===== src/rtl/assert_macros.svh =====
// Assertion helpers shared by the RTL. Each check is disabled while reset is low.
`ifndef ASSERT_MACROS_SVH
`define ASSERT_MACROS_SVH

// Same-cycle implication.
`define ASSERT_IMPLY(label, clk, rstn, ante, cons) \
    label: assert property (@(posedge clk) disable iff (!(rstn)) (ante) |-> (cons)) \
        else $error("assertion failed");

// Next-cycle implication.
`define ASSERT_NEXT(label, clk, rstn, ante, cons) \
    label: assert property (@(posedge clk) disable iff (!(rstn)) (ante) |=> (cons)) \
        else $error("assertion failed");

`endif


===== src/rtl/sdspi_pkg.sv =====
package sdspi_pkg;

    localparam int BLOCK_BYTES = 512;
    localparam int BC_W        = $clog2(BLOCK_BYTES + 1);
    localparam int POLL_W      = 17;
    localparam int RPOLL_W     = 9;
    localparam int CFG_W       = 17;

    localparam logic [1:0] CFG_RESPONSE_POLL = 2'd0;
    localparam logic [1:0] CFG_TOKEN_POLL    = 2'd1;
    localparam logic [1:0] CFG_BUSY_POLL     = 2'd2;

    localparam logic [RPOLL_W-1:0] RESPONSE_POLL_RESET = 9'd256;
    localparam logic [POLL_W-1:0]  TOKEN_POLL_RESET    = 17'd65536;
    localparam logic [POLL_W-1:0]  BUSY_POLL_RESET     = 17'd65536;

    localparam logic [5:0] CMD_READ_SINGLE  = 6'd17;
    localparam logic [5:0] CMD_WRITE_SINGLE = 6'd24;
    localparam logic [5:0] CMD_ERASE_START  = 6'd32;
    localparam logic [5:0] CMD_ERASE_END    = 6'd33;
    localparam logic [5:0] CMD_ERASE        = 6'd38;

    localparam logic [7:0] BYTE_FILL     = 8'hFF;
    localparam logic [7:0] BYTE_TOKEN    = 8'hFE;
    localparam logic [7:0] BYTE_CRC      = 8'h95;
    localparam logic [4:0] DRESP_MASKED  = 5'h05;
    localparam logic [1:0] CMD_PREFIX    = 2'b01;

    localparam logic [1:0] ERASE_STEP_START = 2'd0;
    localparam logic [1:0] ERASE_STEP_END   = 2'd1;
    localparam logic [1:0] ERASE_STEP_LAST  = 2'd2;

    localparam logic [1:0] ST_OK       = 2'd0;
    localparam logic [1:0] ST_R1_ERROR = 2'd1;
    localparam logic [1:0] ST_REJECTED = 2'd2;
    localparam logic [1:0] ST_TIMEOUT  = 2'd3;

    typedef enum logic [1:0] {
        OP_RAW   = 2'd0,
        OP_READ  = 2'd1,
        OP_WRITE = 2'd2,
        OP_ERASE = 2'd3
    } op_t;

    typedef enum logic [16:0] {
        PH_IDLE       = 17'h00001,
        PH_CMD_FRAME  = 17'h00002,
        PH_CMD_POLL   = 17'h00004,
        PH_CMD_EXTRA  = 17'h00008,
        PH_CMD_DESEL  = 17'h00010,
        PH_TOKEN_POLL = 17'h00020,
        PH_RD_DATA    = 17'h00040,
        PH_RD_TAIL    = 17'h00080,
        PH_WR_TOKEN   = 17'h00100,
        PH_WR_DATA    = 17'h00200,
        PH_WR_CRC     = 17'h00400,
        PH_WR_RESP    = 17'h00800,
        PH_BUSY1      = 17'h01000,
        PH_GAP_DESEL  = 17'h02000,
        PH_GAP_FREE   = 17'h04000,
        PH_BUSY2      = 17'h08000,
        PH_END_DESEL  = 17'h10000
    } phase_t;

    typedef struct packed {
        logic        req_type;
        op_t         operation;
        logic [22:0] block_address;
        logic [23:0] block_count;
        logic [5:0]  command_index;
        logic [31:0] command_argument;
        logic [7:0]  miso_byte;
        logic [7:0]  write_byte;
    } in_item_t;

    typedef struct packed {
        logic       exchange;
        logic [7:0] mosi_byte;
        logic       select_active;
        logic [7:0] read_byte;
        logic       read_valid;
        logic       want_write_byte;
        logic       done_res;
        logic [1:0] status;
        logic [7:0] response_byte;
    } res_t;

    // A poll limit of zero behaves as a limit of one.
    function automatic logic [POLL_W-1:0] poll_limit(input logic [POLL_W-1:0] v);
        return (v == '0) ? POLL_W'(1) : v;
    endfunction

    function automatic logic [7:0] frame_byte(input logic [5:0]  cmd,
                                              input logic [31:0] arg,
                                              input logic [2:0]  idx);
        logic [7:0] b;
        case (idx)
            3'd0:    b = {CMD_PREFIX, cmd};
            3'd1:    b = arg[31:24];
            3'd2:    b = arg[23:16];
            3'd3:    b = arg[15:8];
            3'd4:    b = arg[7:0];
            default: b = BYTE_CRC;
        endcase
        return b;
    endfunction

endpackage


===== src/rtl/sdspi_in_stage.sv =====
module sdspi_in_stage (
    input  logic                aclk,
    input  logic                aresetn,
    input  logic                s_tvalid,
    output logic                s_tready,
    input  logic [103:0]        s_tdata,
    input  logic                s_tuser,
    input  logic                advance,
    output logic                item_valid,
    output sdspi_pkg::in_item_t item
);

    logic                valid_reg;
    logic                valid_next;
    sdspi_pkg::in_item_t item_reg;
    sdspi_pkg::in_item_t item_next;
    logic                take;

    assign s_tready = !valid_reg || advance;
    assign take     = s_tvalid && s_tready;

    always_comb begin
        item_next                  = item_reg;
        valid_next                 = valid_reg && !advance;
        if (take) begin
            valid_next                 = 1'b1;
            item_next.req_type         = s_tuser;
            item_next.operation        = sdspi_pkg::op_t'(s_tdata[1:0]);
            item_next.block_address    = s_tdata[24:2];
            item_next.block_count      = s_tdata[48:25];
            item_next.command_index    = s_tdata[54:49];
            item_next.command_argument = s_tdata[86:55];
            item_next.miso_byte        = s_tdata[94:87];
            item_next.write_byte       = s_tdata[102:95];
        end
    end

    always_ff @(posedge aclk) begin
        if (!aresetn) begin
            valid_reg <= 1'b0;
        end else begin
            valid_reg <= valid_next;
        end
    end

    always_ff @(posedge aclk) begin
        item_reg <= item_next;
    end

    assign item_valid = valid_reg;
    assign item       = item_reg;

endmodule


===== src/rtl/sdspi_step.sv =====
module sdspi_step (
    input  logic                aclk,
    input  logic                aresetn,
    input  logic                cfg_wr_en,
    input  logic [1:0]          cfg_wr_index,
    input  logic [16:0]         cfg_wr_data,
    input  logic                advance,
    input  sdspi_pkg::in_item_t item,
    output logic                has_res,
    output sdspi_pkg::res_t     res
);

    localparam int BC_W   = sdspi_pkg::BC_W;
    localparam int POLL_W = sdspi_pkg::POLL_W;

    logic [sdspi_pkg::RPOLL_W-1:0] resp_poll_max_reg;
    logic [POLL_W-1:0]             token_poll_max_reg;
    logic [POLL_W-1:0]             busy_poll_max_reg;

    sdspi_pkg::phase_t phase_reg, phase_next;
    sdspi_pkg::op_t    cur_op_reg, cur_op_next;
    logic [1:0]        erase_step_reg, erase_step_next;
    logic [BC_W-1:0]   byte_cnt_reg, byte_cnt_next;
    logic [POLL_W-1:0] poll_cnt_reg, poll_cnt_next;
    logic [31:0]       frame_arg_reg, frame_arg_next;
    logic [31:0]       end_arg_reg, end_arg_next;
    logic [5:0]        frame_cmd_reg, frame_cmd_next;
    logic [7:0]        held_resp_reg, held_resp_next;
    logic [1:0]        held_st_reg, held_st_next;

    logic [BC_W-1:0]   bc_inc;
    logic [BC_W:0]     bc_inc2;
    logic [POLL_W-1:0] poll_inc;
    logic [POLL_W-1:0] resp_lim;
    logic [POLL_W-1:0] token_lim;
    logic [POLL_W-1:0] busy_lim;
    logic [31:0]       end_sum;
    logic              st_go;
    logic [5:0]        st_cmd;
    logic [31:0]       st_arg;

    assign bc_inc    = byte_cnt_reg + BC_W'(1);
    assign bc_inc2   = {1'b0, bc_inc} + (BC_W + 1)'(1);
    assign poll_inc  = poll_cnt_reg + POLL_W'(1);
    assign resp_lim  = sdspi_pkg::poll_limit({8'd0, resp_poll_max_reg});
    assign token_lim = sdspi_pkg::poll_limit(token_poll_max_reg);
    assign busy_lim  = sdspi_pkg::poll_limit(busy_poll_max_reg);
    assign end_sum   = {9'd0, item.block_address} + {8'd0, item.block_count} - 32'd1;

    always_comb begin
        phase_next      = phase_reg;
        cur_op_next     = cur_op_reg;
        erase_step_next = erase_step_reg;
        byte_cnt_next   = byte_cnt_reg;
        poll_cnt_next   = poll_cnt_reg;
        frame_arg_next  = frame_arg_reg;
        end_arg_next    = end_arg_reg;
        frame_cmd_next  = frame_cmd_reg;
        held_resp_next  = held_resp_reg;
        held_st_next    = held_st_reg;
        res             = '0;
        has_res         = 1'b1;
        st_go           = 1'b0;
        st_cmd          = '0;
        st_arg          = '0;

        if (!item.req_type) begin
            // A start always wins, dropping whatever was in progress.
            cur_op_next     = item.operation;
            erase_step_next = sdspi_pkg::ERASE_STEP_START;
            held_resp_next  = '0;
            held_st_next    = sdspi_pkg::ST_OK;
            poll_cnt_next   = '0;
            st_go           = 1'b1;
            case (item.operation)
                sdspi_pkg::OP_RAW: begin
                    st_cmd = item.command_index;
                    st_arg = item.command_argument;
                end
                sdspi_pkg::OP_READ: begin
                    st_cmd = sdspi_pkg::CMD_READ_SINGLE;
                    st_arg = {item.block_address, 9'd0};
                end
                sdspi_pkg::OP_WRITE: begin
                    st_cmd = sdspi_pkg::CMD_WRITE_SINGLE;
                    st_arg = {item.block_address, 9'd0};
                end
                default: begin
                    st_cmd       = sdspi_pkg::CMD_ERASE_START;
                    st_arg       = {item.block_address, 9'd0};
                    end_arg_next = {end_sum[22:0], 9'd0};
                end
            endcase
        end else begin
            res.exchange      = 1'b1;
            res.mosi_byte     = sdspi_pkg::BYTE_FILL;
            res.select_active = 1'b1;
            case (phase_reg)
                sdspi_pkg::PH_CMD_FRAME: begin
                    byte_cnt_next = bc_inc;
                    if (bc_inc < BC_W'(6)) begin
                        res.mosi_byte = sdspi_pkg::frame_byte(frame_cmd_reg, frame_arg_reg,
                                                              bc_inc[2:0]);
                    end else begin
                        phase_next    = sdspi_pkg::PH_CMD_POLL;
                        poll_cnt_next = '0;
                    end
                end
                sdspi_pkg::PH_CMD_POLL: begin
                    if (item.miso_byte == sdspi_pkg::BYTE_FILL) begin
                        poll_cnt_next = poll_inc;
                    end
                    if (item.miso_byte != sdspi_pkg::BYTE_FILL || poll_inc >= resp_lim) begin
                        held_resp_next = item.miso_byte;
                        phase_next     = sdspi_pkg::PH_CMD_EXTRA;
                    end
                end
                sdspi_pkg::PH_CMD_EXTRA: begin
                    phase_next = sdspi_pkg::PH_CMD_DESEL;
                end
                sdspi_pkg::PH_CMD_DESEL: begin
                    if (held_resp_reg == sdspi_pkg::BYTE_FILL) begin
                        res.done_res      = 1'b1;
                        res.status        = sdspi_pkg::ST_TIMEOUT;
                        res.response_byte = (cur_op_reg == sdspi_pkg::OP_RAW) ?
                                            sdspi_pkg::BYTE_FILL : 8'd0;
                    end else if (held_resp_reg != 8'd0) begin
                        res.done_res      = 1'b1;
                        res.status        = sdspi_pkg::ST_R1_ERROR;
                        res.response_byte = held_resp_reg;
                    end else begin
                        case (cur_op_reg)
                            sdspi_pkg::OP_RAW: begin
                                res.done_res = 1'b1;
                            end
                            sdspi_pkg::OP_READ: begin
                                phase_next    = sdspi_pkg::PH_TOKEN_POLL;
                                poll_cnt_next = '0;
                            end
                            sdspi_pkg::OP_WRITE: begin
                                phase_next          = sdspi_pkg::PH_WR_TOKEN;
                                res.mosi_byte       = sdspi_pkg::BYTE_TOKEN;
                                res.want_write_byte = 1'b1;
                            end
                            default: begin
                                if (erase_step_reg == sdspi_pkg::ERASE_STEP_START) begin
                                    erase_step_next = sdspi_pkg::ERASE_STEP_END;
                                    st_go           = 1'b1;
                                    st_cmd          = sdspi_pkg::CMD_ERASE_END;
                                    st_arg          = end_arg_reg;
                                end else if (erase_step_reg == sdspi_pkg::ERASE_STEP_END) begin
                                    erase_step_next = sdspi_pkg::ERASE_STEP_LAST;
                                    st_go           = 1'b1;
                                    st_cmd          = sdspi_pkg::CMD_ERASE;
                                    st_arg          = '0;
                                end else begin
                                    res.done_res = 1'b1;
                                end
                            end
                        endcase
                    end
                end
                sdspi_pkg::PH_TOKEN_POLL: begin
                    if (item.miso_byte == sdspi_pkg::BYTE_TOKEN) begin
                        phase_next    = sdspi_pkg::PH_RD_DATA;
                        byte_cnt_next = '0;
                    end else begin
                        poll_cnt_next = poll_inc;
                        if (poll_inc >= token_lim) begin
                            phase_next     = sdspi_pkg::PH_END_DESEL;
                            held_st_next   = sdspi_pkg::ST_TIMEOUT;
                            held_resp_next = '0;
                        end
                    end
                end
                sdspi_pkg::PH_RD_DATA: begin
                    res.read_byte  = item.miso_byte;
                    res.read_valid = 1'b1;
                    byte_cnt_next  = bc_inc;
                    if (bc_inc >= BC_W'(sdspi_pkg::BLOCK_BYTES)) begin
                        phase_next    = sdspi_pkg::PH_RD_TAIL;
                        byte_cnt_next = '0;
                    end
                end
                sdspi_pkg::PH_RD_TAIL: begin
                    byte_cnt_next = bc_inc;
                    if (bc_inc >= BC_W'(4)) begin
                        res.done_res = 1'b1;
                    end
                end
                sdspi_pkg::PH_WR_TOKEN: begin
                    phase_next          = sdspi_pkg::PH_WR_DATA;
                    byte_cnt_next       = '0;
                    res.mosi_byte       = item.write_byte;
                    res.want_write_byte = (sdspi_pkg::BLOCK_BYTES > 1);
                end
                sdspi_pkg::PH_WR_DATA: begin
                    byte_cnt_next = bc_inc;
                    if (bc_inc < BC_W'(sdspi_pkg::BLOCK_BYTES)) begin
                        res.mosi_byte       = item.write_byte;
                        res.want_write_byte = bc_inc2 < (BC_W + 1)'(sdspi_pkg::BLOCK_BYTES);
                    end else begin
                        phase_next    = sdspi_pkg::PH_WR_CRC;
                        byte_cnt_next = '0;
                    end
                end
                sdspi_pkg::PH_WR_CRC: begin
                    byte_cnt_next = bc_inc;
                    if (bc_inc >= BC_W'(2)) begin
                        phase_next = sdspi_pkg::PH_WR_RESP;
                    end
                end
                sdspi_pkg::PH_WR_RESP: begin
                    if (item.miso_byte[4:0] != sdspi_pkg::DRESP_MASKED) begin
                        phase_next     = sdspi_pkg::PH_END_DESEL;
                        held_st_next   = sdspi_pkg::ST_REJECTED;
                        held_resp_next = item.miso_byte;
                    end else begin
                        phase_next    = sdspi_pkg::PH_BUSY1;
                        poll_cnt_next = '0;
                    end
                end
                sdspi_pkg::PH_BUSY1, sdspi_pkg::PH_BUSY2: begin
                    // Both busy waits draw on one shared poll budget.
                    if (item.miso_byte == 8'd0) begin
                        poll_cnt_next = poll_inc;
                        if (poll_inc >= busy_lim) begin
                            phase_next     = sdspi_pkg::PH_END_DESEL;
                            held_st_next   = sdspi_pkg::ST_TIMEOUT;
                            held_resp_next = '0;
                        end
                    end else if (phase_reg == sdspi_pkg::PH_BUSY1) begin
                        phase_next = sdspi_pkg::PH_GAP_DESEL;
                    end else begin
                        phase_next     = sdspi_pkg::PH_END_DESEL;
                        held_st_next   = sdspi_pkg::ST_OK;
                        held_resp_next = '0;
                    end
                end
                sdspi_pkg::PH_GAP_DESEL: begin
                    phase_next        = sdspi_pkg::PH_GAP_FREE;
                    res.select_active = 1'b0;
                end
                sdspi_pkg::PH_GAP_FREE: begin
                    phase_next = sdspi_pkg::PH_BUSY2;
                end
                sdspi_pkg::PH_END_DESEL: begin
                    res.done_res      = 1'b1;
                    res.status        = held_st_reg;
                    res.response_byte = held_resp_reg;
                end
                default: begin
                    // A completion word with nothing running produces no result.
                    phase_next = sdspi_pkg::PH_IDLE;
                    has_res    = 1'b0;
                    res        = '0;
                end
            endcase
            if (res.done_res) begin
                phase_next        = sdspi_pkg::PH_IDLE;
                res.exchange      = 1'b0;
                res.mosi_byte     = '0;
                res.select_active = 1'b0;
            end
        end

        if (st_go) begin
            frame_cmd_next    = st_cmd;
            frame_arg_next    = st_arg;
            byte_cnt_next     = '0;
            phase_next        = sdspi_pkg::PH_CMD_FRAME;
            res               = '0;
            res.exchange      = 1'b1;
            res.select_active = 1'b1;
            res.mosi_byte     = {sdspi_pkg::CMD_PREFIX, st_cmd};
        end
    end

    always_ff @(posedge aclk) begin
        if (!aresetn) begin
            resp_poll_max_reg  <= sdspi_pkg::RESPONSE_POLL_RESET;
            token_poll_max_reg <= sdspi_pkg::TOKEN_POLL_RESET;
            busy_poll_max_reg  <= sdspi_pkg::BUSY_POLL_RESET;
        end else if (cfg_wr_en) begin
            case (cfg_wr_index)
                sdspi_pkg::CFG_RESPONSE_POLL: resp_poll_max_reg  <= cfg_wr_data[8:0];
                sdspi_pkg::CFG_TOKEN_POLL:    token_poll_max_reg <= cfg_wr_data;
                sdspi_pkg::CFG_BUSY_POLL:     busy_poll_max_reg  <= cfg_wr_data;
                default: begin
                end
            endcase
        end
    end

    always_ff @(posedge aclk) begin
        if (!aresetn) begin
            phase_reg      <= sdspi_pkg::PH_IDLE;
            cur_op_reg     <= sdspi_pkg::OP_RAW;
            erase_step_reg <= '0;
            byte_cnt_reg   <= '0;
            poll_cnt_reg   <= '0;
            frame_arg_reg  <= '0;
            end_arg_reg    <= '0;
            frame_cmd_reg  <= '0;
            held_resp_reg  <= '0;
            held_st_reg    <= '0;
        end else if (advance) begin
            phase_reg      <= phase_next;
            cur_op_reg     <= cur_op_next;
            erase_step_reg <= erase_step_next;
            byte_cnt_reg   <= byte_cnt_next;
            poll_cnt_reg   <= poll_cnt_next;
            frame_arg_reg  <= frame_arg_next;
            end_arg_reg    <= end_arg_next;
            frame_cmd_reg  <= frame_cmd_next;
            held_resp_reg  <= held_resp_next;
            held_st_reg    <= held_st_next;
        end
    end

endmodule


===== src/rtl/sdspi_out_stage.sv =====
module sdspi_out_stage (
    input  logic            aclk,
    input  logic            aresetn,
    input  logic            advance,
    input  logic            has_res,
    input  sdspi_pkg::res_t res,
    input  logic            m_tready,
    output logic            res_valid,
    output sdspi_pkg::res_t res_out
);

    logic            valid_reg;
    logic            valid_next;
    sdspi_pkg::res_t res_reg;
    logic            load;

    assign load = advance && has_res;

    always_comb begin
        valid_next = valid_reg;
        if (load) begin
            valid_next = 1'b1;
        end else if (m_tready) begin
            valid_next = 1'b0;
        end
    end

    always_ff @(posedge aclk) begin
        if (!aresetn) begin
            valid_reg <= 1'b0;
        end else begin
            valid_reg <= valid_next;
        end
    end

    always_ff @(posedge aclk) begin
        if (load) begin
            res_reg <= res;
        end
    end

    assign res_valid = valid_reg;
    assign res_out   = res_reg;

endmodule


===== src/rtl/sd_spi_block_transaction_engine_top.sv =====
// Channel   Direction  Ports                              Contents
// input     slave      s_tvalid s_tready s_tdata s_tuser  start request or exchange completion
// result    master     m_tvalid m_tready m_tdata m_tlast  next exchange request or done status
// config    write      cfg_wr_en cfg_wr_index cfg_wr_data poll limits
//
// Each word is worked on by sdspi_step while it sits in the input register; its result enters
// the output register at the edge on which the word leaves the input register. One word a cycle
// while m_tready does not stall the output, as set by the single state update per word in sdspi_step.
// Reset (aresetn low, synchronous) empties both registers and returns the sequencer to idle.
// A stall on m_tready holds the result; the input register still takes one more word if it is empty.
// A completion word arriving while idle is consumed and yields no result.
`include "assert_macros.svh"

module sd_spi_block_transaction_engine_top (
    input  logic         aclk,
    input  logic         aresetn,
    input  logic         cfg_wr_en,
    input  logic [1:0]   cfg_wr_index,
    input  logic [16:0]  cfg_wr_data,
    input  logic         s_tvalid,
    output logic         s_tready,
    // operation, block_address, block_count, command_index, command_argument,
    // miso_byte, write_byte, one zero pad bit
    input  logic [103:0] s_tdata,
    // req_type
    input  logic         s_tuser,
    output logic         m_tvalid,
    input  logic         m_tready,
    // exchange, mosi_byte, select_active, read_byte, read_valid, want_write_byte,
    // status, response_byte, two zero pad bits
    output logic [31:0]  m_tdata,
    // done_res
    output logic         m_tlast
);

    logic                item_valid;
    sdspi_pkg::in_item_t item;
    logic                advance;
    logic                has_res;
    sdspi_pkg::res_t     res;
    sdspi_pkg::res_t     res_out;

    assign advance = item_valid && (!m_tvalid || m_tready);

    sdspi_in_stage u_in (
        .aclk       (aclk),
        .aresetn    (aresetn),
        .s_tvalid   (s_tvalid),
        .s_tready   (s_tready),
        .s_tdata    (s_tdata),
        .s_tuser    (s_tuser),
        .advance    (advance),
        .item_valid (item_valid),
        .item       (item)
    );

    sdspi_step u_step (
        .aclk         (aclk),
        .aresetn      (aresetn),
        .cfg_wr_en    (cfg_wr_en),
        .cfg_wr_index (cfg_wr_index),
        .cfg_wr_data  (cfg_wr_data),
        .advance      (advance),
        .item         (item),
        .has_res      (has_res),
        .res          (res)
    );

    sdspi_out_stage u_out (
        .aclk      (aclk),
        .aresetn   (aresetn),
        .advance   (advance),
        .has_res   (has_res),
        .res       (res),
        .m_tready  (m_tready),
        .res_valid (m_tvalid),
        .res_out   (res_out)
    );

    assign m_tdata = {2'b00, res_out.response_byte, res_out.status, res_out.want_write_byte,
                      res_out.read_valid, res_out.read_byte, res_out.select_active,
                      res_out.mosi_byte, res_out.exchange};
    assign m_tlast = res_out.done_res;

    // A finished operation never asks for another exchange.
    `ASSERT_IMPLY(a_done_no_exchange, aclk, aresetn, m_tvalid && m_tlast, !m_tdata[0])
    // Read data only comes back alongside a selected exchange.
    `ASSERT_IMPLY(a_read_selected, aclk, aresetn, m_tvalid && m_tdata[18],
                  m_tdata[0] && m_tdata[9])
    // The input side only backs up when a result is stuck at the output.
    `ASSERT_IMPLY(a_stall_cause, aclk, aresetn, !s_tready,
                  item_valid && m_tvalid && !m_tready)
    // A word held back by a stall is still there in the next cycle.
    `ASSERT_NEXT(a_item_kept, aclk, aresetn, item_valid && !advance, item_valid)

endmodule

===== config.mk =====
export PLATFORM = sky130hd
export DESIGN_NAME = sd_spi_block_transaction_engine_top
export DESIGN_NICKNAME = d
export VERILOG_FILES = /design/src/rtl/sdspi_pkg.sv /design/src/rtl/sdspi_in_stage.sv /design/src/rtl/sdspi_step.sv /design/src/rtl/sdspi_out_stage.sv /design/src/rtl/sd_spi_block_transaction_engine_top.sv
export VERILOG_INCLUDE_DIRS = /design/src /design/src/rtl
export SDC_FILE = /design/constraint.sdc
export NUM_CORES = 1
export LEC_CHECK = 0
export ABC_CLOCK_PERIOD_IN_PS = 3930
export BUFFER_PORTS_ARGS = -buffer_cell sky130_fd_sc_hd__buf_2
export CAP_MARGIN = 20
export CORE_MARGIN = 2
export CORE_UTILIZATION = 54
export CTS_CLUSTER_SIZE = 30
export DETAILED_ROUTE_END_ITERATION = 12
export PLACE_DENSITY = 0.77
export SLEW_MARGIN = 40
export SYNTH_ARGS = -nofsm -noshare
export SYNTH_HDL_FRONTEND = slang
export SYNTH_SLANG_ARGS = --single-unit

===== constraint.sdc =====
create_clock -name aclk -period 3.93 [get_ports aclk]
set_clock_uncertainty 0.1 [all_clocks]
set_input_delay 0.786 -clock aclk [delete_from_list [all_inputs] [get_ports aclk]]
set_output_delay 0.786 -clock aclk [all_outputs]
set_load 0.005 [all_outputs]

== Yosys cells after proc, flatten, opt, wreduce, memory -nomap -nowiden ==
Index checks and enable logic that the tools add are counted.
Word-level totals
  memories: 0
  ROM bits: 0
  word-level logic and storage cells: 279
  flip-flop bits (word level): 298
  input port bits: 129
  latch bits: 0
  bits in writable memories: 0
Cells by class
  magnitude comparators: 9
  divide/modulo/power cells: 0
  multiply operators: 0
  shift-type cells: 0
  bitwise logic cells: 3
  multiplexer cells: 116
  equality and inequality tests: 65
  reduce and logical (&&, ||, !) cells: 47
  $add $sub $neg: 5
Operators by type and width (count)
  2-to-1 mux 17 bit: 27
  case mux 17 bit (14 select lines): 1
  2-to-1 mux 32 bit: 7
  2-to-1 mux 8 bit: 13
  case mux 17 bit (6 select lines): 1
  case mux 8 bit (5 select lines): 2
  2-to-1 mux 10 bit: 6
  >= comparator 17 bit: 3
  case mux 10 bit (5 select lines): 1
  2-to-1 mux 6 bit: 7
  logical NOT 17 bit: 2
  case mux 17 bit (2 select lines): 1
  case mux 8 bit (4 select lines): 1
  2-to-1 mux 31 bit: 1
  2-to-1 mux 2 bit: 14
  2-to-1 mux 28 bit: 1
  2-to-1 mux 9 bit: 3
  equality test 8 bit, second input constant: 3
  adder 23 bit: 1
  2-to-1 mux 1 bit: 23
  subtractor 23 x 1 -> 23 bit, second input constant: 1
  != test 4 x 3 -> 1 bit, second input constant: 5
  case mux 10 bit (2 select lines): 1
  != test 3 bit, second input constant: 6
  other kinds (70): 114

== Logic depth before layout (Yosys ltp) ==
Gate-level depths: netlist of run 1.
  depth in word-level cells: 11
  gate-level depth with buffers: 15

== Modules after synthesis ==
A second synthesis of run 1 with hierarchy kept.
Second synthesis, totals
  cell total of the unflattened synthesis: 1686
  area, all modules: 15857.7 sq um
Modules (own cells, without submodules)
  sdspi_step: cells each 1537, area each 11676.2 sq um, seq. area each 3243.1 sq um, times used 1
  sdspi_in_stage: cells each 109, area each 3180.6 sq um, seq. area each 3143.0 sq um, times used 1
  sdspi_out_stage: cells each 35, area each 970.9 sq um, seq. area each 950.9 sq um, times used 1
  sd_spi_block_transaction_engine_top: cells each 5, area each 30.0 sq um, seq. area each 0.0 sq um, times used 1

== Worst setup path before layout of run 1 ==
OpenSTA, ideal clock, no wires.
  path type: flip-flop to flip-flop
  from: reg u_step.phase_reg[1]
  to: reg u_out.res_reg, in the netlist u_out.res_out[0] (enable)
  slack: -0.262 ns
  stages on the path, launching flop included: 9
  path buffers: 1
  period minus slack after synthesis: 4.192 ns
  arrival time: 3.660 ns
  data required time: 3.399 ns
  setup time: 0.431 ns
  path through: dfxtp_1 -> or4_1 -> buf_2 -> or4_4 -> nor3_4 -> a41oi_2 -> nand3_1 -> nor3b_1 -> a21oi_1
On the way
  cells in the longest elaborated chain, start to end: 5
  elaborated cells on any way between the ends: 20
  classes of those cells: eq/ne: 16; mux: 2; reduce/logical: 2
RTL lines
  from (decl): line sdspi_step.sv:20  | sdspi_pkg::phase_t phase_reg, phase_next;
  from (signal assigned): line sdspi_step.sv:297  | phase_reg <= sdspi_pkg::PH_IDLE;
  from (signal assigned): line sdspi_step.sv:308  | phase_reg <= phase_next;
  equality test 17 x 2 -> 1 bit (tied with other cells): line sdspi_step.sv:98  | case (phase_reg)
  OR reduction 16 bit (no source line) *
  2-to-1 mux 1 bit *: line sdspi_step.sv:98
  2-to-1 mux 1 bit *: line sdspi_step.sv:67  | if (!item.req_type) begin
  logical AND 1 bit *: line sdspi_out_stage.sv:17  | assign load = advance && has_res;
  via u_out.load: line sdspi_out_stage.sv:15  | logic load;
  to (signal assigned): line sdspi_out_stage.sv:38  | res_reg <= res;
  to (decl): line sdspi_out_stage.sv:14  | sdspi_pkg::res_t res_reg;
Mark *: on every way through the listed nets, which the timed path passes. The rest lies on a longest branch.
A chain may end at the register's enable or synchronous reset.

== Final worst setup path of run 1 ==
  from: reg u_step.phase_reg[2]
  to: reg u_step.poll_cnt_reg[3]
On the way
  cells in the longest elaborated chain, start to end: 4
  elaborated cells on any way between the ends: 20
  classes of those cells: eq/ne: 16; mux: 2; reduce/logical: 2
RTL lines
  equality test 17 x 16 -> 1 bit or equality test 17 x 13 -> 1 bit (tied branches): line sdspi_step.sv:98
  OR reduction 2 bit: line sdspi_step.sv:98
  != test 7 x 1 -> 1 bit (no source line) (tied with other cells)
  AND reduction 10 bit (no source line) or 2-to-1 mux 17 bit (tied branches)
  to (signal assigned): line sdspi_step.sv:312  | poll_cnt_reg <= poll_cnt_next;
  to (decl): line sdspi_step.sv:24  | logic [POLL_W-1:0] poll_cnt_reg, poll_cnt_next;
Several ways; a longest one is shown, not always the timed one.

==> results of run 1 <==
==> where the power goes <==
part	internal [W]	leakage [nW]	switching, W
sequential	0.00336	2.65	0.0000570
clock	0.00157	0.465	0.00117
combinational	0.000298	4.43	0.000440
total	0.00523	7.55	0.00166
==> stage by stage <==
stage / total power [W] / worst slack [ps] / area, um2 / instances
finish: 0.00689 / 180 / 18200 / 2263
global placement: 0.00417 / -6.66 / 17000 / 2203
global route: 0.00717 / -28.2 / 18200 / 2263
detailed placement: 0.00420 / -47.8 / 17000 / 2204
floorplan: 0.00396 / 18.3 / 15500 / 1670
CTS: 0.00693 / 95.9 / 18000 / 2260
==> cells in the mapped netlist, types with 11 or more instances <==
library cell	n
inv_1	156
nand2_1	192
nand4_1	25
a211oi_1	22
clkbuf_1	59
ha_1	99
nor2_1	137
dfxtp_1	164
o211ai_1	17
nand2b_1	11
mux2i_1	14
a21o_1	11
xnor2_1	22
or3_1	13
nor4_1	21
o21a_1	15
edfxtp_1	134
nor2b_1	15
nor3_1	49
xor2_1	13
and3_1	28
a22oi_1	17
o21ai_0	75
a221oi_1	27
nand3_1	52
a22o_1	12
a21oi_1	101
==> worst min path at each step <==
| stage | cells past startpoint | endpoint | start |
|---|---|---|---|
| after global placement | 2 | u_step.end_arg_reg[28] | u_step.end_arg_reg[28] |
| after CTS | 1 | u_in.item[11] | s_tdata[90] |
| final | 1 | u_in.item[12] | s_tdata[91] |
| after global routing | 1 | u_in.item[13] | s_tdata[92] |
| after detailed placement | 2 | u_step.end_arg_reg[27] | u_step.end_arg_reg[27] |
| after floorplan | 2 | u_step.end_arg_reg[15] | u_step.end_arg_reg[15] |
==> cells in the final DEF, fill, tap and decap left out, types with 8 or more instances in the layout <==
cell	count
inv_1	156
nand2b_1	11
a21oi_1	100
a211oi_1	21
o21ai_0	75
clkbuf_16	31
or3_1	13
xnor2_1	21
nor3_1	48
dfxtp_1	156
a21o_1	11
a31oi_1	9
and3_1	27
nor2_1	133
edfxtp_1	134
nand3_1	50
xor2_1	10
mux2i_1	14
nor2b_1	15
o21a_1	15
buf_2	159
clkbuf_1	9
or4_1	9
nand2_1	190
ha_1	99
a22o_1	12
dfxtp_2	8
buf_4	65
nand4_1	25
o211ai_1	17
a221oi_1	27
nor4_1	18
a22oi_1	17
==> per-layer routing <==
| metal | part of all wire | track usage | up-vias | routed length [um] |
|---|---|---|---|---|
| met5 | 0 | 0 | - | 0 |
| met2 | 0.48 | 0.427 | 464 | 18400 |
| met4 | 0.035 | 0.0862 | 0 | 1340 |
| met1 | 0.42 | 0.325 | 6107 | 16100 |
| li1 | - | - | 6409 | - |
| met3 | 0.062 | 0.0316 | 102 | 2350 |
==> cells by family (layout without fill, tap and decap cells) <==
group	Yosys count	count (layout)	share of synthesized area
fa+ha+maj	100	100	0.0812
mux	16	16	0.0105
flops	298	298	0.471
simple gates	602	602	0.190
buf+inv	231	440	0.0579
other cells	1	2	0.000242
xor+xnor	35	35	0.0198
compound gates	386	386	0.169
==> cell type report <==
cell class                      instances  area (um2)  area share
Clock inverter                         11        86.3     0.00475
Sequential cell                       298        7320       0.402
Timing Repair Buffer                  227        1340      0.0736
Tap cell                              384         480      0.0264
Clock buffer                           45         861      0.0473
Inverter                              157         591      0.0325
Multi-Input combinational cell       1141        7520       0.413
==> timing repair <==
item,CTS,global route
resized for setup,2,33
buffers inserted,0,3
setup endpoints to repair,12,27
pin swaps,0,9
==> critical path: stages (launching register included) <==
cell and delay [ps]:
dfxtp_1 380, nor4_1 530, nand4_1 390, nor2_1 760
o31ai_1 280, a311oi_2 390, nor2_1 130, nor3_2 500
a22o_1 220
==> metrics.txt, run 1 <==
# TYPE chip_impl_metric gauge
chip_impl_info{name="run_status",value="finished clean"} 1
chip_impl_metric{name="seq_area_frac_synth",unit=""} 0.471
chip_impl_metric{name="postSynthRegisterBits",unit=""} 298
chip_impl_metric{name="height_of_the_chip",unit="um"} 173
chip_impl_metric{name="worst_skew_pair.late_latency",unit="ps"} 560
chip_impl_metric{name="tightestPinTransition",unit="ps"} 852
chip_impl_metric{name="slew_headroom",unit=""} 0.430
chip_impl_metric{name="drt_pass1_iterations",unit=""} 5
chip_impl_metric{name="buffers_from_clock_root_to_sink_at_most",unit=""} 3
chip_impl_metric{name="vias_per_cell",unit=""} 5.78
chip_impl_metric{name="drtAntennaViolNets",unit=""} 0
chip_impl_metric{name="worstPathRequired",unit="ps"} 4330
chip_impl_info{name="worstHoldPathType",value="primary input to flip-flop"} 1
chip_impl_metric{name="number_of_clock_sinks",unit=""} 298
chip_impl_metric{name="synth-async-reset-ratio",unit=""} 0
chip_impl_metric{name="power_density",unit="nW/um2"} 379
chip_impl_metric{name="via_count",unit=""} 13100
chip_impl_metric{name="post_synth_num_cell_types",unit=""} 83
chip_impl_metric{name="synth_top_area_share",unit=""} 0.260
chip_impl_metric{name="total_negative_slack_for_setup_checks",unit="ps"} 0
chip_impl_metric{name="number_of_hold_buffers_added_after_cts",unit=""} 0
chip_impl_info{name="tritoncts",value="built"} 1
chip_impl_metric{name="timing.final.setup_violations",unit=""} 0
chip_impl_metric{name="placeable_core_area",unit="um2"} 28500
chip_impl_info{name="critical_path_class",value="flip-flop to flip-flop"} 1
chip_impl_metric{name="floorplan.die.width",unit="um"} 173
chip_impl_metric{name="synth_edf_count",unit=""} 134
chip_impl_info{name="synth_top_flop_cell",value="dfxtp_1"} 1
chip_impl_metric{name="finalWirelength",unit="um"} 38200
chip_impl_metric{name="ir_drop",unit="uV"} 348
chip_impl_metric{name="filler_cells_inserted",unit=""} 2320
chip_impl_metric{name="drv_slew",unit=""} 0
chip_impl_metric{name="hold_viol_final",unit=""} 0
chip_impl_metric{name="route.detailed.wl_per_inst",unit="um"} 16.9
chip_impl_info{name="top_cells_by_area_in_the_synthesized_netlist",value="edfxtp_1 (26%), dfxtp_1 (21%), ha_1 (8.0%)"} 1
chip_impl_metric{name="drive_above_1_share",unit=""} 0.176
chip_impl_metric{name="number_of_instances_in_the_synthesized_netlist",unit=""} 1669
chip_impl_metric{name="hold_ws",unit="ps"} 298
chip_impl_metric{name="row_count",unit=""} 62
chip_impl_metric{name="post-route-period-util",unit=""} 0.954
chip_impl_metric{name="gp_congestion",unit=""} 0.976
chip_impl_metric{name="vias_in_the_first_global_route",unit=""} 12300
chip_impl_info{name="r2r_end",value="u_step.poll_cnt_reg[3]"} 1
chip_impl_metric{name="crit_path_max_fanout",unit=""} 10
chip_impl_info{name="endpoint",value="u_step.poll_cnt_reg[3]"} 1
chip_impl_metric{name="largest_register_ffs",unit=""} 103
chip_impl_metric{name="final_util",unit=""} 0.639
chip_impl_metric{name="clkSlewWorstSetupHoldPaths",unit="ps"} 70
chip_impl_metric{name="clock_buffer_count_from_cts",unit=""} 30
chip_impl_metric{name="total_leakage_power",unit="nW"} 7.55
chip_impl_metric{name="cts-htree-levels",unit=""} 1
chip_impl_metric{name="syn_area",unit="um2"} 15500
chip_impl_metric{name="final_global_route_overflow_total",unit=""} 0
chip_impl_info{name="yosys.area.top_type",value="edfxtp_1"} 1
chip_impl_info{name="critPathLaunchType",value="flip-flop"} 1
chip_impl_metric{name="worst-endpoint-arrival",unit="ps"} 4150
chip_impl_info{name="reg2reg_from",value="u_step.phase_reg[2]"} 1
chip_impl_metric{name="drt_drc_violations_left",unit=""} 0
chip_impl_info{name="cts_root_buffer",value="clkbuf_16"} 1
chip_impl_metric{name="synth_warnings",unit=""} 0
chip_impl_metric{name="num_antenna_cells",unit=""} 0
chip_impl_metric{name="grt_first_pass_wirelength",unit="um"} 61500
chip_impl_metric{name="number_of_port_buffers",unit=""} 159
chip_impl_metric{name="cells_on_worst_reg2reg_path",unit=""} 8
chip_impl_metric{name="finish.net_count",unit=""} 2084
chip_impl_metric{name="die_area",unit="um2"} 30100
chip_impl_metric{name="max_freq",unit="MHz"} 267
chip_impl_metric{name="initialDrtViolationCount",unit=""} 1111
chip_impl_metric{name="ios",unit=""} 164
chip_impl_metric{name="hpwl_reported_at_the_end_of_detailed_placement",unit="um"} 28100
chip_impl_metric{name="timing.max_cap.violations",unit=""} 0
chip_impl_info{name="worst_setup_path_startpoint",value="u_step.phase_reg[2]"} 1
chip_impl_metric{name="grt_start_max_net_pins",unit=""} 62
chip_impl_info{name="category_of_the_worst_setup_path_capture_point",value="flip-flop"} 1
chip_impl_metric{name="reg2reg_slack",unit="ps"} 180
chip_impl_metric{name="globalRouteTotalUtil",unit=""} 0.249
chip_impl_metric{name="post-route-min-period",unit="ps"} 3750
chip_impl_metric{name="areaGrowthSynthToFinish",unit="%"} 17.4
chip_impl_metric{name="antenna_found_initial",unit=""} 0
chip_impl_metric{name="post_synth.cell_area_avg",unit="um2"} 9.29
chip_impl_metric{name="initial_utilization",unit=""} 0.545
Power figures use the tool's default switching activity.
==> inputs of run 2 (changes only) <==
--- a/config.mk
+++ b/config.mk
@@ -9,6 +9,7 @@
 export ABC_CLOCK_PERIOD_IN_PS = 3930
 export BUFFER_PORTS_ARGS = -buffer_cell sky130_fd_sc_hd__buf_2
 export CAP_MARGIN = 20
+export CORE_ASPECT_RATIO = 0.6
 export CORE_MARGIN = 2
 export CORE_UTILIZATION = 54
 export CTS_CLUSTER_SIZE = 30
==> metrics.txt, run 2 (synthesized netlist as in run 1, its figures left out) <==
# TYPE chip_impl_metric gauge
chip_impl_metric{name="via_count",unit=""} 13600
chip_impl_metric{name="final_util",unit=""} 0.655
chip_impl_metric{name="route.detailed.wl_per_inst",unit="um"} 19.3
chip_impl_info{name="worstHoldPathType",value="primary input to flip-flop"} 1
chip_impl_metric{name="number_of_hold_buffers_added_after_cts",unit=""} 0
chip_impl_info{name="run_status",value="finished clean"} 1
chip_impl_metric{name="floorplan.die.width",unit="um"} 223
chip_impl_metric{name="post-route-period-util",unit=""} 0.961
chip_impl_metric{name="final.setup.worst_slack",unit="ps"} 154
chip_impl_metric{name="num_antenna_cells",unit=""} 0
chip_impl_info{name="commonest_cells_after_routing_fill_and_taps_aside",value="nand2_1 (192), dfxtp_1 (162), buf_2 (159)"} 1
chip_impl_metric{name="row_count",unit=""} 47
chip_impl_metric{name="placeable_core_area",unit="um2"} 27900
chip_impl_metric{name="finalWirelength",unit="um"} 43800
chip_impl_metric{name="number_of_clock_sinks",unit=""} 298
chip_impl_metric{name="drtAntennaViolNets",unit=""} 0
chip_impl_metric{name="finish.net_count",unit=""} 2107
chip_impl_metric{name="vias_in_the_first_global_route",unit=""} 12400
chip_impl_info{name="layout_commonest_cell",value="nand2_1"} 1
chip_impl_metric{name="slew_headroom",unit=""} 0.457
chip_impl_metric{name="drt_drc_violations_left",unit=""} 0
chip_impl_metric{name="worst-endpoint-arrival",unit="ps"} 4130
chip_impl_info{name="critical_path_class",value="flip-flop to flip-flop"} 1
chip_impl_metric{name="critical_path_depth",unit=""} 16
chip_impl_metric{name="cells_on_worst_reg2reg_path",unit=""} 16
chip_impl_metric{name="ios",unit=""} 164
chip_impl_metric{name="worstPathBufferInverterCount",unit=""} 2
chip_impl_metric{name="ir_drop",unit="uV"} 426
chip_impl_metric{name="initial_utilization",unit=""} 0.556
chip_impl_metric{name="drv_slew",unit=""} 0
chip_impl_metric{name="grt_first_pass_wirelength",unit="um"} 68000
chip_impl_metric{name="antenna_found_initial",unit=""} 0
chip_impl_metric{name="final_global_route_overflow_total",unit=""} 0
chip_impl_info{name="r2r_end",value="u_step.phase_reg[2]"} 1
chip_impl_metric{name="crit_path_max_fanout",unit=""} 12
chip_impl_metric{name="drive_above_1_share",unit=""} 0.181
chip_impl_metric{name="height_of_the_chip",unit="um"} 135
chip_impl_info{name="worst_setup_path_startpoint",value="u_step.poll_cnt_reg[1]"} 1
chip_impl_metric{name="clock_buffer_count_from_cts",unit=""} 29
chip_impl_metric{name="tightestPinTransition",unit="ps"} 812
chip_impl_info{name="endpoint",value="u_step.phase_reg[2]"} 1
chip_impl_metric{name="max_freq",unit="MHz"} 265
chip_impl_metric{name="multi_input_logic_area",unit="um2"} 7470
chip_impl_info{name="cts_root_buffer",value="clkbuf_16"} 1
chip_impl_metric{name="timing.final.setup_violations",unit=""} 0
chip_impl_metric{name="areaGrowthSynthToFinish",unit="%"} 17.8
chip_impl_metric{name="die_area",unit="um2"} 30100
chip_impl_info{name="series_of_cell_instances_along_the_critical_path",value="ha_1, nand4_1, buf_4, nor3_4, and3_4, xor2_2, ha_1, and4_1, and2_1, o211a_1, o41ai_2, a2111o_1, a2111oi_4, nor3_2, buf_6, a22o_1"} 1
chip_impl_metric{name="power_density",unit="nW/um2"} 378
chip_impl_metric{name="globalRouteTotalUtil",unit=""} 0.287
chip_impl_metric{name="grt_start_max_net_pins",unit=""} 118
chip_impl_info{name="category_of_the_worst_setup_path_capture_point",value="flip-flop"} 1
chip_impl_metric{name="total_leakage_power",unit="nW"} 7.62
chip_impl_info{name="path_delay_family",value="compound AO/OA/AOI/OAI gates"} 1
chip_impl_info{name="reg2reg_from",value="u_step.poll_cnt_reg[1]"} 1
chip_impl_metric{name="place_worst_setup_slack",unit="ps"} 40.3
chip_impl_info{name="crit_path_top_delay_cell",value="a2111o_1"} 1
chip_impl_metric{name="critical_path.max_stage_delay",unit="ps"} 500
chip_impl_info{name="tritoncts",value="built"} 1
chip_impl_metric{name="seqCellArea",unit="um2"} 7310
chip_impl_metric{name="number_of_port_buffers",unit=""} 159
chip_impl_info{name="critPathLaunchType",value="flip-flop"} 1
chip_impl_metric{name="hpwl_reported_at_the_end_of_detailed_placement",unit="um"} 32700
chip_impl_metric{name="timing.max_cap.violations",unit=""} 0
chip_impl_metric{name="cts-htree-levels",unit=""} 1
chip_impl_metric{name="buffers_from_clock_root_to_sink_at_most",unit=""} 3
chip_impl_metric{name="gp_congestion",unit=""} 0.973
chip_impl_info{name="critical-path-top-cell-by-count",value="ha_1"} 1
chip_impl_metric{name="design_power_total",unit="W"} 0.00690
chip_impl_metric{name="vias_per_cell",unit=""} 5.99
chip_impl_metric{name="initialDrtViolationCount",unit=""} 1534
chip_impl_metric{name="worstPathRequired",unit="ps"} 4290
chip_impl_metric{name="reg2reg_slack",unit="ps"} 150
chip_impl_metric{name="drt_pass1_iterations",unit=""} 5
chip_impl_metric{name="clkSlewWorstSetupHoldPaths",unit="ps"} 70
chip_impl_metric{name="worst_skew_pair.late_latency",unit="ps"} 570
chip_impl_metric{name="total_negative_slack_for_setup_checks",unit="ps"} 0
chip_impl_metric{name="largest_register_ffs",unit=""} 103
chip_impl_metric{name="post-route-min-period",unit="ps"} 3780
chip_impl_metric{name="hold_viol_final",unit=""} 0
chip_impl_metric{name="filler_cells_inserted",unit=""} 2251
==> run 2: worst register-to-register path, cell delays in order (launching register included) <==
cell       delay [ps]
dfxtp_2           340
ha_1              170
nand4_1           100
buf_4             170
nor3_4            250
and3_4            250
xor2_2             80
ha_1              310
and4_1            200
and2_1            170
o211a_1           180
o41ai_2           120
a2111o_1          500
a2111oi_4         250
nor3_2             90
buf_6             170
a22o_1            230
==> run 2: area by class of cell <==
type                       instances  area share
inverter                         157      0.0323
tap                              367      0.0251
sequential                       298       0.400
timing repair buffer             251      0.0843
clock buffer                      39      0.0423
clock inverter                    14     0.00651
multi-input combinational       1141       0.409
==> run 2: repair_timing <==
| item | 4_1_cts | 5_1_grt |
|---|---|---|
| buffers inserted | 0 | 4 |
| gates resized for setup | 0 | 22 |
| endpoints found under the setup margin | 0 | 27 |
==> run 2: per-layer routing <==
| layer | wire, um | share of wire | track usage |
|---|---|---|---|
| met2 | 17500 | 0.40 | 0.406 |
| met5 | 0 | 0 | 0 |
| met1 | 20800 | 0.48 | 0.448 |
| met4 | 683 | 0.016 | 0.0496 |
| met3 | 4760 | 0.11 | 0.0681 |
==> run 2: how the worst min path moves through the flow <==
| stage | end | slack (ps) | from | depth (start not counted) |
|---|---|---|---|---|
| global route | u_in.item[15] | 280 | s_tdata[94] | 1 |
| global placement | u_step.end_arg_reg[13] | 340 | u_step.end_arg_reg[13] | 2 |
| floorplan | u_step.end_arg_reg[15] | 330 | u_step.end_arg_reg[15] | 2 |
| finish | u_in.item[99] | 290 | s_tdata[23] | 1 |
| detailed placement | u_step.end_arg_reg[24] | 340 | u_step.end_arg_reg[24] | 2 |
| CTS | u_in.item[89] | 280 | s_tdata[13] | 1 |
==> run 2: where the power goes <==
| part | internal [W] | switching, W |
|---|---|---|
| registers | 0.00335 | 0.0000672 |
| clock network | 0.00151 | 0.00120 |
| logic | 0.000306 | 0.000462 |
| total | 0.00517 | 0.00173 |
==> run 2: metrics by stage <==
stage	instance area (um2)	hold slack (ps)	instances
floorplan	15500	332	1670
finish	18300	290	2267
detailed placement	17200	343	2210
CTS	18100	277	2263
global route	18300	275	2267
global placement	17200	339	2208
==> inputs of run 3 (changes only) <==
--- a/config.mk
+++ b/config.mk
@@ -9,12 +9,14 @@
 export ABC_CLOCK_PERIOD_IN_PS = 3930
 export BUFFER_PORTS_ARGS = -buffer_cell sky130_fd_sc_hd__buf_2
 export CAP_MARGIN = 20
+export CELL_PAD_IN_SITES_DETAIL_PLACEMENT = 1
+export CELL_PAD_IN_SITES_GLOBAL_PLACEMENT = 1
 export CORE_ASPECT_RATIO = 0.6
 export CORE_MARGIN = 2
-export CORE_UTILIZATION = 54
+export CORE_UTILIZATION = 41
 export CTS_CLUSTER_SIZE = 30
 export DETAILED_ROUTE_END_ITERATION = 12
-export PLACE_DENSITY = 0.77
+export PLACE_DENSITY_LB_ADDON = 0.1
 export SLEW_MARGIN = 40
 export SYNTH_ARGS = -nofsm -noshare
 export SYNTH_HDL_FRONTEND = slang
==> metrics.txt, run 3 (synthesized netlist as in run 1, its figures left out) <==
# TYPE chip_impl_metric gauge
chip_impl_info{name="critPathLaunchType",value="flip-flop"} 1
chip_impl_info{name="layout_commonest_cell",value="nand2_1"} 1
chip_impl_metric{name="final_global_route_overflow_total",unit=""} 0
chip_impl_metric{name="drive_above_1_share",unit=""} 0.203
chip_impl_info{name="reg2reg_from",value="u_step.poll_cnt_reg[1]"} 1
chip_impl_metric{name="globalRouteTotalUtil",unit=""} 0.262
chip_impl_metric{name="globalRouteMet2Util",unit=""} 0.366
chip_impl_metric{name="gp_congestion",unit=""} 0.946
chip_impl_metric{name="max_freq",unit="MHz"} 255
chip_impl_metric{name="drtAntennaViolNets",unit=""} 0
chip_impl_metric{name="vias_in_the_first_global_route",unit=""} 13800
chip_impl_metric{name="cell_count_of_the_worst_hold_path",unit=""} 1
chip_impl_metric{name="vias_per_cell",unit=""} 5.60
chip_impl_info{name="tritoncts",value="built"} 1
chip_impl_metric{name="placeable_core_area",unit="um2"} 37500
chip_impl_metric{name="ir_drop",unit="uV"} 341
chip_impl_metric{name="total_leakage_power",unit="nW"} 7.83
chip_impl_metric{name="place_worst_setup_slack",unit="ps"} -224
chip_impl_info{name="cts_root_buffer",value="clkbuf_16"} 1
chip_impl_metric{name="die_area",unit="um2"} 39400
chip_impl_metric{name="number_of_port_buffers",unit=""} 159
chip_impl_metric{name="grt_start_max_net_pins",unit=""} 118
chip_impl_metric{name="grt.met3_usage",unit=""} 0.0549
chip_impl_metric{name="drv_slew",unit=""} 0
chip_impl_metric{name="power_density",unit="nW/um2"} 393
chip_impl_metric{name="initialDrtViolationCount",unit=""} 1214
chip_impl_metric{name="hold_viol_final",unit=""} 0
chip_impl_metric{name="worst-endpoint-arrival",unit="ps"} 4290
chip_impl_metric{name="tightestPinTransition",unit="ps"} 851
chip_impl_metric{name="crit_path_max_fanout",unit=""} 6
chip_impl_metric{name="number_of_clock_sinks",unit=""} 298
chip_impl_metric{name="slew_headroom",unit=""} 0.431
chip_impl_info{name="crit_path_top_delay_cell",value="a2111o_1"} 1
chip_impl_info{name="commonest_cells_after_routing_fill_and_taps_aside",value="nand2_1 (189), buf_2 (159), inv_1 (156)"} 1
chip_impl_metric{name="height_of_the_chip",unit="um"} 155
chip_impl_metric{name="ios",unit=""} 164
chip_impl_metric{name="cells_on_worst_reg2reg_path",unit=""} 17
chip_impl_metric{name="worstPathRequired",unit="ps"} 4300
chip_impl_info{name="whs_endpoint",value="u_in.item[47]"} 1
chip_impl_info{name="rsz0062_at_grt",value="true"} 1
chip_impl_metric{name="layoutNonFillerInstCount",unit=""} 2430
chip_impl_metric{name="via_count",unit=""} 13600
chip_impl_info{name="hold_path.startpoint",value="s_tdata[86]"} 1
chip_impl_metric{name="grt_first_pass_wirelength",unit="um"} 80200
chip_impl_metric{name="drt_drc_violations_left",unit=""} 0
chip_impl_metric{name="largest_register_ffs",unit=""} 103
chip_impl_metric{name="placed_cells",unit=""} 2369
chip_impl_metric{name="areaGrowthSynthToFinish",unit="%"} 22.0
chip_impl_info{name="busiest_layer",value="met1"} 1
chip_impl_metric{name="worstPathBufferInverterCount",unit=""} 3
chip_impl_metric{name="clock_buffer_count_from_cts",unit=""} 31
chip_impl_metric{name="number_of_hold_buffers_added_after_cts",unit=""} 0
chip_impl_metric{name="finalWirelength",unit="um"} 51600
chip_impl_metric{name="row_count",unit=""} 55
chip_impl_metric{name="critical_path.max_stage_delay",unit="ps"} 440
chip_impl_metric{name="drt_pass1_iterations",unit=""} 7
chip_impl_info{name="run_status",value="finished clean"} 1
chip_impl_info{name="r2r_end",value="u_step.phase_reg[4]"} 1
chip_impl_metric{name="buffers_from_clock_root_to_sink_at_most",unit=""} 3
chip_impl_metric{name="finish.net_count",unit=""} 2122
chip_impl_metric{name="grt.met1_usage",unit=""} 0.411
chip_impl_info{name="series_of_cell_instances_along_the_critical_path",value="ha_4, nand4_1, buf_6, nor3_4, and3_4, xor2_2, ha_1, and4_1, and2_4, o31ai_1, and4_4, a2111o_1, buf_6, a2111oi_4, nor3_4, buf_6, a22o_1"} 1
chip_impl_metric{name="final.setup.worst_slack",unit="ps"} 1.96
chip_impl_metric{name="floorplan.die.width",unit="um"} 255
chip_impl_metric{name="route.detailed.wl_per_inst",unit="um"} 21.2
chip_impl_metric{name="initial_utilization",unit=""} 0.413
chip_impl_metric{name="reg2reg_slack",unit="ps"} 2
chip_impl_metric{name="hpwl_reported_at_the_end_of_detailed_placement",unit="um"} 38500
chip_impl_info{name="path_delay_family",value="simple AND/OR/NAND/NOR gates"} 1
chip_impl_metric{name="worst_skew_pair.late_latency",unit="ps"} 580
chip_impl_info{name="critical_path_class",value="flip-flop to flip-flop"} 1
chip_impl_metric{name="timing.max_cap.violations",unit=""} 0
chip_impl_metric{name="clkSlewWorstSetupHoldPaths",unit="ps"} 70
chip_impl_metric{name="post-route-min-period",unit="ps"} 3930
chip_impl_metric{name="num_antenna_cells",unit=""} 0
chip_impl_info{name="critical-path-top-cell-by-count",value="buf_6"} 1
chip_impl_metric{name="cts-htree-levels",unit=""} 1
chip_impl_metric{name="post-route-period-util",unit=""} 1.00
chip_impl_metric{name="timing.final.setup_violations",unit=""} 0
chip_impl_metric{name="final_util",unit=""} 0.504
chip_impl_info{name="category_of_the_worst_setup_path_capture_point",value="flip-flop"} 1
chip_impl_metric{name="antenna_found_initial",unit=""} 1
chip_impl_info{name="worstHoldPathType",value="primary input to flip-flop"} 1
## run 3: changes by cell type in the layout (fill, tap and decap cells not counted), moves of 3 or more
cell / change
dfxtp_2: +7
nand2_2: +3
clkinv_1: -5
nand2_1: -3
clkinvlp_4: +3
ha_1: -3
dfxtp_1: -7
clkbuf_16: +5
buf_4: +10
clkinv_4: +3
clkbuf_1: -5
## run 3: how the worst max path moves through the flow
stage,start,to,cells after the start
2_1_floorplan,m_tready,u_in.item[0],3
3_3_place_gp,u_step.poll_cnt_reg[0],u_step.phase_reg[4],17
3_5_place_dp,u_step.poll_cnt_reg[1],u_step.phase_reg[4],17
4_1_cts,u_step.poll_cnt_reg[1],u_step.phase_reg[4],20
5_1_grt,u_step.poll_cnt_reg[8],u_step.phase_reg[4],15
6_report,u_step.poll_cnt_reg[1],u_step.phase_reg[4],17
## run 3: power by group
| part | switching, W | total, W | internal [W] | leakage (nW) |
|---|---|---|---|---|
| clock | 0.00133 | 0.00319 | 0.00185 | 0.526 |
| combinational | 0.000502 | 0.000822 | 0.000320 | 4.65 |
| sequential | 0.0000698 | 0.00342 | 0.00335 | 2.65 |
| total | 0.00191 | 0.00743 | 0.00553 | 7.83 |
## run 3: worst reg2reg max path, stage by stage (launching register included)
cell and delay, ps:
dfxtp_2 360, ha_4 130, nand4_1 110, buf_6 170, nor3_4 180, and3_4 250
xor2_2 80, ha_1 310, and4_1 210, and2_4 150, o31ai_1 70, and4_4 200
a2111o_1 440, buf_6 130, a2111oi_4 390, nor3_4 100, buf_6 170, a22o_1 240
## run 3: metal layers
metal	vias up	share of wire
met2	355	0.40
met4	0	0.017
met3	53	0.065
met1	6748	0.52
li1	6464	-
met5	-	0
## run 3: stage by stage
| stage | hold WS [ps] | instance area [um2] | total power [W] | TNS [ps] |
|---|---|---|---|---|
| 6_report | 277 | 18900 | 0.00743 | 0 |
| 5_1_grt | 253 | 18900 | 0.00769 | -971 |
| 4_1_cts | 250 | 18800 | 0.00747 | 0 |
| 3_5_place_dp | 346 | 17500 | 0.00429 | -2480 |
| 3_3_place_gp | 340 | 17500 | 0.00426 | -733 |
| 2_1_floorplan | 332 | 15500 | 0.00396 | 0 |
## run 3: area by class of cell
class                   instances  area [um2]
clock buffers                  39         880
well taps                     513         642
clock inverters                18         211
multi-input cells            1141        7610
flip-flops and latches        298        7320
fillers                      4313       18600
inverters                     157         591
repair buffers                264        1660
## run 3: timing repair
action                                  in CTS  in global routing
cloned                                       1                  0
pin swaps                                   11                 11
resized for setup                           25                 31
setup buffers                                4                  1
endpoints found under the setup margin      23                 28
